<file path="config.mk">
export PLATFORM = sky130hd
export DESIGN_NAME = json_byte_tokenizer_unit
export DESIGN_NICKNAME = d
export VERILOG_FILES = /design/src/design/jbt_pkg.sv /design/src/design/json_byte_tokenizer_unit.sv
export VERILOG_INCLUDE_DIRS = /design/src /design/src/design
export SDC_FILE = /design/constraint.sdc
export NUM_CORES = 1
export LEC_CHECK = 0
export ABC_AREA = 0
export ABC_CLOCK_PERIOD_IN_PS = 19000
export BUFFER_PORTS_ARGS = -buffer_cell sky130_fd_sc_hd__buf_2
export CORE_ASPECT_RATIO = 0.8
export CORE_MARGIN = 8
export CORE_UTILIZATION = 43
export CTS_BUF_LIST = sky130_fd_sc_hd__clkbuf_16
export CTS_CLUSTER_SIZE = 40
export DETAILED_ROUTE_END_ITERATION = 8
export GPL_TIMING_DRIVEN = 0
export PLACE_DENSITY_LB_ADDON = 0.1
export SYNTH_ARGS = -nofsm -noshare
export SYNTH_HDL_FRONTEND = slang
export SYNTH_SLANG_ARGS = --single-unit
</file>
<file path="constraint.sdc">
create_clock -name i_clk -period 19 [get_ports i_clk]
set_clock_uncertainty 0.2 [all_clocks]
set_input_delay 1.9 -clock i_clk [delete_from_list [all_inputs] [get_ports i_clk]]
set_output_delay 1.9 -clock i_clk [all_outputs]
set_load 0.005 [all_outputs]
</file>
<file path="src/design/json_byte_tokenizer_unit_macros.svh">
// assertion macros for the json byte tokenizer
`ifndef JSON_BYTE_TOKENIZER_UNIT_MACROS_SVH
`define JSON_BYTE_TOKENIZER_UNIT_MACROS_SVH

`ifndef SYNTH
// checked outside reset
`define JBT_ASSERT(lbl, clk, rstn, prop) \
    lbl: assert property (@(posedge clk) disable iff (!rstn) prop) \
        else $error("json tokenizer check failed");
// checked at every edge, reset included
`define JBT_ASSERT_ALWAYS(lbl, clk, prop) \
    lbl: assert property (@(posedge clk) prop) \
        else $error("json tokenizer check failed");
`else
`define JBT_ASSERT(lbl, clk, rstn, prop)
`define JBT_ASSERT_ALWAYS(lbl, clk, prop)
`endif

`endif

</file>
<file path="src/design/jbt_pkg.sv">
package jbt_pkg;

    localparam int STRING_LIMIT = 4096;
    localparam int LEN_W        = $clog2(STRING_LIMIT);
    localparam logic [LEN_W-1:0] LEN_MAX = LEN_W'(STRING_LIMIT - 1);

    localparam logic [7:0] CH_SPACE  = 8'h20;
    localparam logic [7:0] CH_TAB    = 8'h09;
    localparam logic [7:0] CH_LF     = 8'h0A;
    localparam logic [7:0] CH_CR     = 8'h0D;
    localparam logic [7:0] CH_LBRACE = 8'h7B;
    localparam logic [7:0] CH_RBRACE = 8'h7D;
    localparam logic [7:0] CH_LBRACK = 8'h5B;
    localparam logic [7:0] CH_RBRACK = 8'h5D;
    localparam logic [7:0] CH_COLON  = 8'h3A;
    localparam logic [7:0] CH_COMMA  = 8'h2C;
    localparam logic [7:0] CH_QUOTE  = 8'h22;
    localparam logic [7:0] CH_BSLASH = 8'h5C;
    localparam logic [7:0] CH_MINUS  = 8'h2D;
    localparam logic [7:0] CH_DOT    = 8'h2E;
    localparam logic [7:0] CH_0      = 8'h30;
    localparam logic [7:0] CH_9      = 8'h39;
    localparam logic [7:0] CH_N      = 8'h6E;
    localparam logic [7:0] CH_T      = 8'h74;
    localparam logic [7:0] CH_F      = 8'h66;

    localparam logic [2:0] SKIP_NT = 3'd3;
    localparam logic [2:0] SKIP_F  = 3'd4;

    typedef enum logic [2:0] {
        M_IDLE = 3'd0,
        M_STR  = 3'd1,
        M_ESC  = 3'd2,
        M_INT  = 3'd3,
        M_FRAC = 3'd4,
        M_SKIP = 3'd5
    } t_mode;

    typedef enum logic [3:0] {
        K_LBRACE   = 4'd0,
        K_RBRACE   = 4'd1,
        K_LBRACK   = 4'd2,
        K_RBRACK   = 4'd3,
        K_COLON    = 4'd4,
        K_COMMA    = 4'd5,
        K_STRSTART = 4'd6,
        K_STRCHAR  = 4'd7,
        K_STREND   = 4'd8,
        K_NUMBER   = 4'd9,
        K_NULL     = 4'd10,
        K_TRUE     = 4'd11,
        K_FALSE    = 4'd12,
        K_END      = 4'd13
    } t_kind;

    typedef struct packed {
        logic [7:0] text_byte;
        logic       final_byte;
    } t_in;

    typedef struct packed {
        t_kind              token_kind;
        logic [7:0]         char_value;
        logic signed [63:0] number_value;
        logic               last_of_run;
    } t_out;

endpackage

</file>
<file path="src/design/json_byte_tokenizer_unit.sv">
// channel | dir | handshake                 | payload
// input   | in  | i_in_valid / o_in_ready   | i_in  (t_in, one text byte)
// output  | out | o_out_valid / i_out_ready | o_out (t_out, one token)
// a byte yields 0 to 3 tokens and sits in the input register until its last token is loaded;
// a byte with no token retires in the cycle after acceptance
// unless stalled, output takes one token a cycle; one-token bytes run at one per cycle
// reset is synchronous and returns the lexer to between-token state
// a stalled output holds its token and the input register; the input stalls behind it
`include "json_byte_tokenizer_unit_macros.svh"

module json_byte_tokenizer_unit
    import jbt_pkg::*;
(
    input  logic i_clk,
    input  logic i_rst_n,
    input  logic i_in_valid,
    output logic o_in_ready,
    input  t_in  i_in,
    output logic o_out_valid,
    input  logic i_out_ready,
    output t_out o_out
);

    logic             r_in_v;
    t_in              r_in;
    logic [1:0]       r_idx;
    logic             r_out_v;
    t_out             r_out;
    t_mode            r_mode;
    logic [2:0]       r_skip;
    logic [63:0]      r_acc;
    logic             r_neg;
    logic [LEN_W-1:0] r_len;

    t_mode            n_mode;
    logic [2:0]       n_skip;
    logic [63:0]      n_acc;
    logic             n_neg;
    logic [LEN_W-1:0] n_len;

    t_kind       tk_kind [4];
    logic [7:0]  tk_char [4];
    logic [63:0] tk_num  [4];
    logic [1:0]  cnt;

    logic load;
    logic done;

    always_comb begin
        logic [7:0]  b;
        logic        fin;
        logic        digit;
        logic [7:0]  esc_ch;
        logic [2:0]  sk;
        logic        idle_tok;
        t_kind       idle_kind;
        t_mode       idle_mode;
        logic [2:0]  idle_skip;
        logic [63:0] idle_acc;
        logic        idle_neg;
        logic        idle_clr_len;
        logic        use_idle;

        b      = r_in.text_byte;
        fin    = r_in.final_byte;
        digit  = (b >= CH_0) && (b <= CH_9);
        esc_ch = (b == CH_N) ? CH_LF : ((b == CH_T) ? CH_TAB : b);
        sk     = (r_skip != 3'd0) ? r_skip - 3'd1 : 3'd0;

        // between-token decode of the current byte
        idle_tok     = 1'b0;
        idle_kind    = K_NUMBER;
        idle_mode    = M_IDLE;
        idle_skip    = r_skip;
        idle_acc     = r_acc;
        idle_neg     = r_neg;
        idle_clr_len = 1'b0;
        priority if (b == CH_SPACE || b == CH_TAB || b == CH_LF || b == CH_CR) begin
            idle_tok = 1'b0;
        end else if (b == CH_LBRACE) begin
            idle_tok  = 1'b1;
            idle_kind = K_LBRACE;
        end else if (b == CH_RBRACE) begin
            idle_tok  = 1'b1;
            idle_kind = K_RBRACE;
        end else if (b == CH_LBRACK) begin
            idle_tok  = 1'b1;
            idle_kind = K_LBRACK;
        end else if (b == CH_RBRACK) begin
            idle_tok  = 1'b1;
            idle_kind = K_RBRACK;
        end else if (b == CH_COLON) begin
            idle_tok  = 1'b1;
            idle_kind = K_COLON;
        end else if (b == CH_COMMA) begin
            idle_tok  = 1'b1;
            idle_kind = K_COMMA;
        end else if (b == CH_QUOTE) begin
            idle_tok     = 1'b1;
            idle_kind    = K_STRSTART;
            idle_mode    = M_STR;
            idle_clr_len = 1'b1;
        end else if (b == CH_N) begin
            idle_tok  = 1'b1;
            idle_kind = K_NULL;
            idle_mode = M_SKIP;
            idle_skip = SKIP_NT;
        end else if (b == CH_T) begin
            idle_tok  = 1'b1;
            idle_kind = K_TRUE;
            idle_mode = M_SKIP;
            idle_skip = SKIP_NT;
        end else if (b == CH_F) begin
            idle_tok  = 1'b1;
            idle_kind = K_FALSE;
            idle_mode = M_SKIP;
            idle_skip = SKIP_F;
        end else if (b == CH_MINUS) begin
            idle_neg  = 1'b1;
            idle_acc  = 64'd0;
            idle_mode = M_INT;
        end else if (b == CH_DOT) begin
            idle_neg  = 1'b0;
            idle_acc  = 64'd0;
            idle_mode = M_FRAC;
        end else if (digit) begin
            idle_neg  = 1'b0;
            idle_acc  = 64'(b - CH_0);
            idle_mode = M_INT;
        end else begin
            idle_tok  = 1'b1;
            idle_kind = K_NUMBER;
        end

        n_mode = r_mode;
        n_skip = r_skip;
        n_acc  = r_acc;
        n_neg  = r_neg;
        n_len  = r_len;
        cnt    = 2'd0;
        for (int i = 0; i < 4; i++) begin
            tk_kind[i] = K_END;
            tk_char[i] = 8'd0;
            tk_num[i]  = 64'd0;
        end
        use_idle = 1'b0;

        unique case (r_mode)
            M_STR: begin
                if (b == CH_QUOTE) begin
                    tk_kind[0] = K_STREND;
                    cnt        = 2'd1;
                    n_mode     = M_IDLE;
                end else if (b == CH_BSLASH && !fin) begin
                    n_mode = M_ESC;
                end else if (r_len < LEN_MAX) begin
                    n_len      = r_len + LEN_W'(1);
                    tk_kind[0] = K_STRCHAR;
                    tk_char[0] = b;
                    cnt        = 2'd1;
                end
            end
            M_ESC: begin
                n_mode = M_STR;
                if (r_len < LEN_MAX) begin
                    n_len      = r_len + LEN_W'(1);
                    tk_kind[0] = K_STRCHAR;
                    tk_char[0] = esc_ch;
                    cnt        = 2'd1;
                end
            end
            M_INT: begin
                if (digit) begin
                    n_acc = (r_acc << 3) + (r_acc << 1) + 64'(b - CH_0);
                end else if (b == CH_DOT) begin
                    n_mode = M_FRAC;
                end else begin
                    tk_kind[0] = K_NUMBER;
                    tk_num[0]  = r_neg ? (64'd0 - r_acc) : r_acc;
                    cnt        = 2'd1;
                    use_idle   = 1'b1;
                end
            end
            M_FRAC: begin
                if (!digit) begin
                    tk_kind[0] = K_NUMBER;
                    tk_num[0]  = r_neg ? (64'd0 - r_acc) : r_acc;
                    cnt        = 2'd1;
                    use_idle   = 1'b1;
                end
            end
            M_SKIP: begin
                n_skip = sk;
                if (sk == 3'd0) begin
                    n_mode = M_IDLE;
                end
            end
            default: begin
                use_idle = 1'b1;
            end
        endcase

        if (use_idle) begin
            n_mode = idle_mode;
            n_skip = idle_skip;
            n_acc  = idle_acc;
            n_neg  = idle_neg;
            if (idle_clr_len) begin
                n_len = '0;
            end
            if (idle_tok) begin
                tk_kind[cnt] = idle_kind;
                cnt          = cnt + 2'd1;
            end
        end

        // end of text: flush open string or number, then the end token if there is room
        if (fin) begin
            if (n_mode == M_STR || n_mode == M_ESC) begin
                tk_kind[cnt] = K_STREND;
                cnt          = cnt + 2'd1;
            end else if (n_mode == M_INT || n_mode == M_FRAC) begin
                tk_kind[cnt] = K_NUMBER;
                tk_num[cnt]  = n_neg ? (64'd0 - n_acc) : n_acc;
                cnt          = cnt + 2'd1;
            end
            if (cnt != 2'd3) begin
                tk_kind[cnt] = K_END;
                cnt          = cnt + 2'd1;
            end
            n_mode = M_IDLE;
            n_skip = 3'd0;
            n_acc  = 64'd0;
            n_neg  = 1'b0;
            n_len  = '0;
        end
    end

    assign load = r_in_v && (cnt != 2'd0) && (!r_out_v || i_out_ready);
    assign done = r_in_v && ((cnt == 2'd0) || (load && (r_idx == cnt - 2'd1)));

    assign o_in_ready  = !r_in_v || done;
    assign o_out_valid = r_out_v;
    assign o_out       = r_out;

    always_ff @(posedge i_clk) begin
        if (!i_rst_n) begin
            r_in_v  <= 1'b0;
            r_idx   <= 2'd0;
            r_out_v <= 1'b0;
            r_mode  <= M_IDLE;
            r_skip  <= 3'd0;
            r_acc   <= 64'd0;
            r_neg   <= 1'b0;
            r_len   <= '0;
        end else begin
            if (o_in_ready) begin
                r_in_v <= i_in_valid;
            end
            if (done) begin
                r_idx  <= 2'd0;
                r_mode <= n_mode;
                r_skip <= n_skip;
                r_acc  <= n_acc;
                r_neg  <= n_neg;
                r_len  <= n_len;
            end else if (load) begin
                r_idx <= r_idx + 2'd1;
            end
            if (load) begin
                r_out_v <= 1'b1;
            end else if (i_out_ready) begin
                r_out_v <= 1'b0;
            end
        end
    end

    always_ff @(posedge i_clk) begin
        if (o_in_ready && i_in_valid) begin
            r_in <= i_in;
        end
        if (load) begin
            r_out.token_kind   <= tk_kind[r_idx];
            r_out.char_value   <= tk_char[r_idx];
            r_out.number_value <= $signed(tk_num[r_idx]);
            r_out.last_of_run  <= (r_idx == cnt - 2'd1);
        end
    end

    `JBT_ASSERT_ALWAYS(a_reset_clears, i_clk,
        !i_rst_n |=> !o_out_valid && !r_in_v && r_idx == 2'd0)
    `JBT_ASSERT(a_end_is_last, i_clk, i_rst_n,
        o_out_valid && o_out.token_kind == K_END |-> o_out.last_of_run)
    `JBT_ASSERT(a_final_resets_state, i_clk, i_rst_n,
        done && r_in.final_byte |=> r_mode == M_IDLE && r_len == '0 && r_skip == 3'd0)
    `JBT_ASSERT(a_idx_in_run, i_clk, i_rst_n, r_in_v && r_idx != 2'd0 |-> r_idx < cnt)

endmodule

</file>
## Word level (Yosys, flattened, before mapping)

Index checks and enable logic that the tools add are counted.

| cells by class | value |
|---|---|
| add/subtract/negate cells | 12 |
| $lt $le $gt $ge | 10 |
| equality and inequality tests | 37 |
| mux-type cells | 179 |
| bitwise logic cells | 14 |
| reduce and logical (&&, ||, !) cells | 30 |

Operators by type and width:

| kind | number |
|---|---|
| $mux 64 | 26 |
| $mux 256 | 3 |
| $bwmux 256 | 1 |
| $add 64x64->64 | 2 |
| $bmux 64 s2 | 1 |
| $demux 64 s2 | 1 |
| $pmux 64 s2 | 1 |
| $sub 1x64->64 const A | 2 |
| $mux 3 | 41 |
| $mux 16 | 7 |
| $mux 12 | 6 |
| $eq 8x7->1 const B | 8 |
| $mux 4 | 16 |
| $mux 8 | 8 |
| $eq 8x6->1 const B | 6 |
| $mux 1 | 48 |
| $demux 4 s2 | 3 |
| $eq 8x4->1 const B | 3 |
| $ne 3x3->1 const B | 8 |
| $pmux 12 s2 | 1 |
| $bmux 8 s2 | 1 |
| $bwmux 16 | 1 |
| $mux 2 | 8 |
| $pmux 4 s4 | 1 |
| other kinds (42) | 79 |

| word-level totals | value |
|---|---|
| bits in registers | 173 |
| input bits | 13 |
| output and inout bits | 79 |
| logic and storage cells | 296 |

## Depth between registers and ports, before layout

| logic depth | value |
|---|---|
| depth in word-level cells | 34 |
| depth in mapped cells | 30 |
| depth with buffers taken out | 25 |

## Worst setup path before layout

No wires, ideal clock.

| timing path | value |
|---|---|
| path type | reg-to-reg |
| start | register r_in[5] in the netlist's numbering |
| end | register r_out, in the netlist o_out[61], data pin |
| setup time | 0.271 ns |
| arrival | 8.753 ns |
| required time | 18.529 ns |
| path slack | 9.775 ns |
| cell stages (with the launch flop) | 20 |
| buffers on the path | 2 |
| period minus slack after synthesis | 9.225 ns |
| cell sequence | edfxtp_1 ha_1 buf_2 nor2_1 fa_1 ha_1 clkbuf_1 and4_1 a311oi_1 a2111oi_0 a221oi_1 mux2_2 o211a_1 nor4_1 nand4_1 or4_1 nor4_4 a41oi_1 xnor2_1 o22ai_1 |

| on the way | value |
|---|---|
| word-level cells in the longest chain between the ends | 30 |
| elaborated cells on any way between the ends | 129 |
| those cells by class | add/sub (4); order compare (4); eq/ne (21); mux (91); bitwise (1); reduce/logical (8) |

Ends and longest elaborated chain:

| what | RTL line | RTL |
|---|---|---|
| start: declaration | json_byte_tokenizer_unit.sv:25 | `t_in r_in;` |
| start signal: assignment | json_byte_tokenizer_unit.sv:280 | `r_in <= i_in;` |
| parallel branches: the longest is 26 deep, another holds $ge 8x6->1 | n/a |  |
| $mux 256 * | json_byte_tokenizer_unit.sv:218 | `if (fin) begin` |
| $bmux 64 s2 * | json_byte_tokenizer_unit.sv:285 | `r_out.number_value <= $signed(tk_num[r_idx]);` |
| $mux 64 (implied by the code) * (2 in series) | json_byte_tokenizer_unit.sv:285 |  |
| end: declaration | json_byte_tokenizer_unit.sv:28 | `t_out r_out;` |

Every way passes the cells marked *. The select of a mux whose other input is x is not followed.
A chain may end at the register's enable or synchronous reset.

## Worst setup path in the final report

| timing path | value |
|---|---|
| start | register r_in[5] in the netlist's numbering |
| end | output port o_in_ready |

| on the way | value |
|---|---|
| word-level cells in the longest chain between the ends | 32 |
| elaborated cells on any way between the ends | 94 |
| those cells by class | add/sub (4); order compare (2); eq/ne (23); mux (50); reduce/logical (15) |

Ends and longest elaborated chain:

| what | RTL line | RTL |
|---|---|---|
| $ge 8x6->1 / $le 8x6->1 (equally long branches) | json_byte_tokenizer_unit.sv:66 | `digit = (b >= CH_0) && (b <= CH_9);` |
| $logic_and 1x1->1 | json_byte_tokenizer_unit.sv:66 |  |
| $mux 1 / $mux 2 (equally long branches) | json_byte_tokenizer_unit.sv:126, json_byte_tokenizer_unit.sv:185 |  |
| $mux 1 / $mux 3 (equally long branches) | json_byte_tokenizer_unit.sv:122 | `end else if (b == CH_DOT) begin` |
| $mux 1 / $mux 3 (equally long branches) | json_byte_tokenizer_unit.sv:118 | `end else if (b == CH_MINUS) begin` |
| $mux 1 / $mux 3 (equally long branches) | json_byte_tokenizer_unit.sv:113 | `end else if (b == CH_F) begin` |
| $mux 1 / $mux 3 (equally long branches) | json_byte_tokenizer_unit.sv:108 | `end else if (b == CH_T) begin` |
| $mux 1 / $mux 3 (equally long branches) | json_byte_tokenizer_unit.sv:103 | `end else if (b == CH_N) begin` |
| (+13 left out) | n/a |  |
| $mux 2 | json_byte_tokenizer_unit.sv:218 |  |
| $add 2x1->2 / $ne 2x2->1 (equally long branches) | json_byte_tokenizer_unit.sv:229, json_byte_tokenizer_unit.sv:227 |  |
| $mux 2 | json_byte_tokenizer_unit.sv:227 | `if (cnt != 2'd3) begin` |
| $mux 2 * | json_byte_tokenizer_unit.sv:218 |  |
| parallel branches: the longest is 4 deep, another holds $sub 2x1->2 | n/a |  |
| $logic_or 1x1->1 * | json_byte_tokenizer_unit.sv:240 | `assign done = r_in_v && ((cnt == 2'd0) \|\| (load && (r_idx == cnt - 2'd1)));` |
| $logic_and 1x1->1 * | json_byte_tokenizer_unit.sv:240 |  |
| $logic_or 1x1->1 * | json_byte_tokenizer_unit.sv:242 | `assign o_in_ready = !r_in_v \|\| done;` |
| end: declaration | json_byte_tokenizer_unit.sv:17 | `output logic o_in_ready,` |

Marked as above.

==> results.json <==
{
  "dp_hpwl_um": 56700,
  "syn_avg_cell_area_um2": 8.28,
  "core_um2": 40400,
  "synthCells": 2112,
  "end_kind": "primary output",
  "synthesis.nets": 2262,
  "synth.cell_area_um2": 17500,
  "gp_congestion": 0.996,
  "r2r_setup_slack_ns": 10.70,
  "grt_setup_unrepaired": "false",
  "relSlewSlack_pct": 1.98,
  "start_util_pct": 43.3,
  "p_leak_nw": 7.36,
  "p_per_area_nw_per_um2": 53.9,
  "hold_viol_final": 0,
  "fp.dieArea_um2": 47400,
  "fin_util_pct": 47.7,
  "post-cts-setup-buffer-count": 0,
  "final_cells": 2782,
  "postRouteAntennaNets": 0,
  "tightest_slew_ns": 1.46,
  "grt_max_degree": 47,
  "min_period_over_period_pct": 48.9,
  "grt_pass1_wl_um": 107000,
  "crit_path_max_fanout": 11,
  "die_h_um": 196,
  "htreeDepth": 4,
  "fmax_mhz": 108,
  "violations": "max-capacitance violations",
  "async_flop_share_pct": 0,
  "insertedDiodeCount": 0,
  "r2r-start": "r_in[5]",
  "p_total_mw": 1.04,
  "nets": 2375,
  "cts_tree": "yes",
  "final_common_cell": "nand2_1",
  "route.detailed.drc": 0,
  "cp.arrival_ns": 7.20,
  "ios": 92,
  "min_from": "r_len[1]",
  "layout-drive-gt1-share_pct": 9.38,
  "clk_pin_slew_ns": 0.08,
  "ir_worst_vdd_uv": 62.4,
  "track_usage_pct": 29.5,
  "cts_sinks": 173,
  "antenna_found_initial": 0,
  "r2r-end": "r_acc[6]",
  "start_kind": "flop",
  "synth_edf_count": 86,
  "clk_path_buf_depth": 2,
  "period_needed_ns": 9.30,
  "area_delta_synth_final_pct": 10.2,
  "io_buffers": 91,
  "die_w_um": 241,
  "row_count": 66,
  "post_drt_wl_per_cell_um": 25.8,
  "vias_per_cell": 6.62,
  "critical_path_class": "reg2out",
  "worstPathRequired_ns": 16.90,
  "ys_seq_area_share_pct": 24.7,
  "dp.cells": 2750,
  "hold_depth": 2,
  "cap_violations": 1,
  "grt_pass1_vias": 16700,
  "cts_made_buffers": 17,
  "clk_latency_ns": 0.47,
  "first_pass_iters": 6,
  "min_path_type": "reg2reg",
  "cts-hold-fix-buffers": 0,
  "r2r_cells": 27,
  "crit_start": "r_in[5]",
  "ctsResizeCount": 0,
  "vias": 18400,
  "globalRoute.totalOverflow": 0,
  "drt-total-wl_um": 71800,
  "yosysUniqueCellTypes": 95,
  "synth_ff_type": "dfxtp_1",
  "tns_ns": 0,
  "drt_iter0_drc": 2574,
  "hold_end": "r_len[1]",
  "ys_ff_latch": 173,
  "cts_root_buffer": "clkbuf_16",
  "final_cell_mix": "207 x nand2_1, 153 x o21ai_0, 142 x nor2_1, 133 x a21oi_1, 105 x clkbuf_1",
  "synth_warnings": 0,
  "status": "finished with violations",
  "final-max-slew-violation-count": 0,
  "setup_viol": 0,
  "fill_cells": 4017
}
[worst max path at each step]
| stage | endpoint | slack [ns] | cells past startpoint |
|---|---|---|---|
| floorplan | o_out[61] | 9.78 | 19 |
| global placement | o_out[54] | 6.54 | 20 |
| detailed placement | o_in_ready | 10.36 | 26 |
| CTS | o_in_ready | 9.82 | 26 |
| global route | o_in_ready | 9.21 | 27 |
| finish | o_in_ready | 9.70 | 26 |
[state kept, by name, indices dropped and copies added (netlist names)]
signal and cells:
o_out 77, r_acc 64, r_len 12, r_in 9, r_mode 3, r_skip 3, r_idx 2, o_out_valid 1
r_in_v 1, r_neg 1
[critical path: stages, from the launching register on]
cell	delay, ns
edfxtp_1	0.59
ha_1	0.31
buf_2	0.21
o211ai_1	0.16
and2_0	0.17
clkbuf_1	0.25
a22o_1	0.35
a21boi_0	0.33
a21bo_2	0.26
clkbuf_1	0.18
ha_1	0.31
mux2i_1	0.43
clkbuf_1	0.41
inv_1	0.18
ha_1	0.42
nand2_1	0.11
o21ai_0	0.16
nand2_1	0.13
o21ai_0	0.14
ha_1	0.30
xor2_1	0.20
and2_1	0.21
a41oi_1	0.19
nand3_1	0.16
a21oi_1	0.35
inv_1	0.07
buf_2	0.13
[final cells by class]
class | instances | area [um^2] | share of cell area (%)
Clock buffer | 17 | 425 | 2.21
Clock inverter | 15 | 149 | 0.773
Tap cell | 544 | 681 | 3.53
Buffer | 135 | 557 | 2.89
Inverter | 38 | 143 | 0.740
Timing Repair Buffer | 94 | 523 | 2.71
Multi-Input combinational cell | 1766 | 12500 | 64.7
Sequential cell | 173 | 4320 | 22.4
[cell usage after synthesis, types with 42 or more instances]
cell type  instances  area (um^2)
clkbuf_1         106          398
nor2_1           143          537
ha_1              76          951
a31oi_1           42          263
xnor2_1           62          543
nand2_1          207          777
dfxtp_1           87         1740
nor3_1            49          245
a21oi_1          133          666
nand3_1           50          250
xor2_1           101          885
o21ai_0          153          766
fa_1              61         1220
o22ai_1           69          432
a22o_1            43          377
edfxtp_1          86         2580
[metrics by stage]
stage,hold slack [ns],instance area (um^2),worst slack [ns]
finish,0.298,19300,9.70
CTS,0.297,19300,9.82
floorplan,0.255,17500,9.78
global placement,0.273,18600,6.54
detailed placement,0.288,18700,10.36
global route,0.325,19300,9.21
[power by group]
part           internal (mW)  switching (mW)
sequential             0.408         0.00841
combinational         0.0830           0.185
clock                  0.175           0.180
[metal layers]
metal	share of wire (%)	vias up	track usage, %
met4	2.6	0	8.36
li1	-	8279	-
met2	40	1110	41.0
met5	0	-	0
met1	45	8905	44.3
met3	12	126	7.31
[logic make-up (layout without fill, tap and decap cells)]
group	after synthesis	after routing	synth area share, %
flops	173	173	24.7
compound gates	756	756	29.4
xor+xnor	163	163	8.17
simple gates	692	692	20.2
mux	18	18	1.06
buf+inv	173	299	3.98
fa+ha+maj	137	137	12.4
No activity file was read; power rests on OpenSTA's default activity.
